### src/rtl/core/ssc_ram.sv
// Generic single-port-write, single-port-read RAM with registered read data.
`default_nettype none
module ssc_ram #(
    parameter int WIDTH = 8,
    parameter int DEPTH = 16,
    localparam int AW   = (DEPTH > 1) ? $clog2(DEPTH) : 1
) (
    input  wire logic             clk,
    input  wire logic             wr_en,
    input  wire logic [AW-1:0]    wr_addr,
    input  wire logic [WIDTH-1:0] wr_data,
    input  wire logic             rd_en,
    input  wire logic [AW-1:0]    rd_addr,
    output logic      [WIDTH-1:0] rd_data
);

    logic [WIDTH-1:0] mem [DEPTH];

    always_ff @(posedge clk) begin
        if (wr_en) begin
            mem[wr_addr] <= wr_data;
        end
        if (rd_en) begin
            rd_data <= mem[rd_addr];
        end
    end

endmodule
`default_nettype wire

### config.mk
export PLATFORM = sky130hd
export DESIGN_NAME = ssc_ram
export DESIGN_NICKNAME = d
export VERILOG_FILES = /design/src/rtl/core/ssc_ram.sv
export SDC_FILE = /design/constraint.sdc
export NUM_CORES = 1
export LEC_CHECK = 0
export ABC_AREA = 0
export CAP_MARGIN = 20
export CORE_MARGIN = 10
export CORE_UTILIZATION = 55
export CTS_CLUSTER_DIAMETER = 80
export DETAILED_ROUTE_END_ITERATION = 16
export DONT_BUFFER_PORTS = 1
export PLACE_DENSITY = 0.73
export SLEW_MARGIN = 10
export SYNTH_ARGS = -nofsm -noshare
export SYNTH_HDL_FRONTEND = slang
export SYNTH_SLANG_ARGS = --single-unit
### constraint.sdc
create_clock -name clk -period 1.45 [get_ports clk]
set_input_delay 0.0725 -clock clk [delete_from_list [all_inputs] [get_ports clk]]
set_output_delay 0.0725 -clock clk [all_outputs]
set_load 0.05 [all_outputs]
* After elaboration in Yosys (flattened, before gate mapping)
Memories as Yosys holds them, arrays and structs flattened. A register that Yosys moved wholly into a read port is not among the register bits.
Index checks and enable logic that the tools add are counted.
** Operators by class
- Muxes and demuxes :: 2
** Operator list (count)
- 1-bit two-way mux :: 2
** Storage, ports and cells
- Register bits :: 0
- Memory bits (writable) :: 128
- Input port bits :: 19
- Output and inout port bits :: 8
- Word-level logic and storage cells :: 3
- Memories :: 1
** Memory list
- mem :: words 16, width 8, rd ports 1, clocked after Yosys merged registers in 1, write ports 1, RTL line 17 : logic [WIDTH-1:0] mem [DEPTH];

* Logic depth before layout (Yosys ltp)
- Word-level depth :: 2
- Mapped depth :: 5
- Mapped depth without buffers :: 3

* Least setup slack after synthesis
No wires, ideal clock.
- Path type :: input port to flip-flop
- Start point :: input port wr_addr[2]
- End point :: memory mem[0][0] (enable)
- Data arrival time :: 1182 ps
- Data required time :: 1067 ps
- Setup slack :: -115 ps
- Stages :: 2
- Path buffers :: 0
- Path through :: or3b_2 > nor3_1
** RTL lines
- start: declaration :: RTL line 10 : input wire logic [AW-1:0] wr_addr,
- end: declaration :: RTL line 17
No word-level cell before the write port.

==> summary.md <==
| Metric | Value |
|---|---|
| Switching part of the total | `19.8%` |
| Placed instance area | `5460 um2` |
| Initial Util | `56.6%` |
| First-pass GRT wire length | `16.2 mm` |
| Die height | `117 um` |
| Sequential power share | `50.6%` |
| Number of cell rows | `35` |
| Setup_tns | `0 ps` |
| Core area | `9240 um2` |
| Critical path type | `register to register` |
| Filler cells | `581` |
| TritonCTS Buffers | `17` |
| Endpoints failing hold | `0` |
| Synth Area in Simple Gates | `3.14%` |
| Vias per cell | `5.99` |
| RSZ-0062 raised after global routing | `yes` |
| DRT Pass-1 Iters | `4` |
| Int Power | `7.18 mW` |
| Cells after synthesis | `229` |
| DRC | `0` |
| Post-layout util | `66.9%` |
| Worst slew margin | `34.2%` |
| Synth-to-layout area growth | `18.3%` |
| Post CTS Setup Buffer Count | `0` |
| GRT Residual Overflow | `0` |
| Sw Pwr | `1.77 mW` |
| Total number of vias | `2,472` |
| Max-cap violations | `0` |
| Routed Antenna Nets | `0` |
| Synthesized Nets | `248` |
| CP arrival | `1700 ps` |
| CTS Sinks | `136` |
| Worst setup SP type | `register` |
| Worst Path Max Fanout | `1` |
| Status | `finished, final reports clean` |
| Cell variety after synth | `18` |
| Total GRT Usage | `15.9%` |
| Mux share of post-synthesis cell area | `14.8%` |
| Largest family of logic cells by synthesized area | `multiplexers` |
| Die ar. | `13,800 um2` |
| Insertion delay to the later sink of the worst-skew pair | `510 ps` |
| Crit end category | `register` |
| Die Wd | `117 um` |
| Clock-pin slew on the worst setup and hold paths | `60 ps` |
| Adder-cell area share of the yosys netlist | `0%` |
| Slew Viols, Final | `0` |
| Pwr Density | `1450 nW/um2` |
| # IOs | `27` |
| Placed cell count | `368` |
| Final instance area | `6180 um2` |
| Post-synth EDFFs | `136` |
| Fmax achieved | `693 MHz` |
| Number of global-route vias before repair | `2,640` |
| Worst path required time | `1700 ps` |
| DP Wirelength | `6.10 mm` |
| Wirelength per Cell | `25.8 um` |
| DR iter-0 viols | `223` |
| Routed wire length | `10.6 mm` |
| Synth Register Bits | `136` |
| Total Nets Final | `292` |
| Pleak | `2.03 nW` |
| Fin cells | `413` |
| Worst Tran Pin Value | `983 ps` |
| H-tree depth | `4` |
| Peak VDD IR | `824 uV` |
| Clock power frac | `45.2%` |
| CTS root buf | `clkbuf_8` |
| Yosys warnings | `0` |
| Tmin final | `1440 ps` |
| Layout cells sized above 1 | `29.2%` |
| Min-Delay Path Class | `input pin to register` |
| Post-synthesis compound-gate area fraction | `2.30%` |
| Primary FF master, synth | `edfxtp_1` |
| GP Congestion | `0.745` |
| XOR/XNOR Fraction of Synth Area | `0%` |
| Largest net degree at the start of global routing | `30` |
| N_diodes | `0` |
| Async SR Flop Fraction | `0%` |
| Syn Area/Cell | `22.8 um2` |
| Cell area after synthesis | `5230 um2` |
| TritonCTS clock tree | `yes` |
| Setup violators final | `0` |
| CTS max path bufs | `2` |
| Skew final | `6.05 ps` |
| Number of I/O port buffers | `0` |
| Sequential share of the synthesized area | `78.1%` |
| Comb pwr share | `4.2%` |
| Final period utilization | `99.5%` |
| Initial antenna violation count | `0` |
==> sequential cells by signal (all words and copies together) (netlist names) <==
register / flops
rd_data: 8
mem: 128
==> per-layer routing <==
metal	track usage, %	routed length, um	vias to the layer above	part of all wire (%)
li1	-	-	1060	-
met5	0	0	-	0
met4	7.42	223	0	2.1
met2	24.9	5290	106	50
met3	4.46	763	13	7.2
met1	20.1	4360	1293	41
==> worst paths after layout <==
path	startpoint	endpoint	slack, ps	cells past startpoint
worst min register to register	mem[14][4]	rd_data[4]	750	3
worst max register to register	mem[1][4]	rd_data[4]	7	3
worst min-delay path	rd_addr[1]	rd_data[5]	4	3
worst max-delay path	mem[1][4]	rd_data[4]	7	3
==> worst max-delay path: stages (launching register included) <==
cell,delay [ps]
edfxtp_1,390
mux4_2,480
a22oi_2,240
nand2_1,80
==> cells in the final DEF, fill, tap and decap left out, types with 2 or more instances in the layout <==
master	Yosys	layout
dlygate4sd3_1	0	13
a22oi_2	0	8
bufinv_16	0	3
buf_4	1	20
mux4_1	14	6
nand2_1	9	9
clkinv_2	0	4
nand3b_1	2	2
clkinvlp_4	0	2
edfxtp_1	136	136
clkinv_1	0	2
nand2b_1	2	2
nor3_1	4	3
a22oi_1	16	8
mux4_2	18	26
nor2_1	13	13
clkbuf_16	0	16
clkbuf_1	0	2
==> what timing repair did <==
action,in CTS,in global routing
pin swaps,5,3
endpoints found under the hold margin,176,0
resized for setup,8,9
hold buffers,15,0
endpoints found under the setup margin,7,16
==> metrics by stage <==
step | setup slack [ps] | power (mW) | hold WS [ps]
finish | 6.68 | 8.95 | 3.92
global route | -61.2 | 9.21 | 2.92
CTS | 6.54 | 9.01 | 0.196
detailed placement | -30.4 | 4.85 | 172
global placement | -14.3 | 4.85 | 172
floorplan | 95.1 | 4.82 | 171
==> synth_stat cells, types with 2 or more instances <==
library cell       n  area (um2)
a22oi_1           16         120
nor3_1             4        20.0
nand2_1            9        33.8
mux4_1            14         368
nand2b_1           2        12.5
nand3b_1           2        15.0
buf_2              3        15.0
nor2_1            13        48.8
edfxtp_1         136        4080
mux4_2            18         405
buf_6              3        33.8
clkdlybuf4s25_2    3        30.0
==> area by class of cell <==
cell class	instances	area (um2)	share of cell area (%)
clock inverter	11	133	2.14
clock buffer	19	422	6.82
multi-input combinational	83	1070	17.3
sequential	136	4080	66.0
timing repair buffer	35	313	5.06
tap	129	161	2.61
==> kinds of logic (layout without fill, tap and decap cells) <==
| kind of cell | after synthesis | count (layout) |
|---|---|---|
| flip-flops | 136 | 136 |
| AND/OR/NAND/NOR | 35 | 35 |
| multiplexers | 32 | 32 |
| AO/OA/AOI/OAI | 16 | 16 |
| buffers and inverters | 10 | 65 |
==> power by group through the flow <==
| stage | sequential [mW] | combinational [mW] | clock (mW) |
|---|---|---|---|
| after floorplan | 4.60 | 0.224 | 0 |
| after global placement | 4.61 | 0.241 | 0 |
| after detailed placement | 4.61 | 0.243 | 0 |
| after CTS | 4.53 | 0.373 | 4.10 |
| after global routing | 4.53 | 0.404 | 4.27 |
| final | 4.53 | 0.376 | 4.05 |
Note: power is estimated with default switching activity, not from simulation.
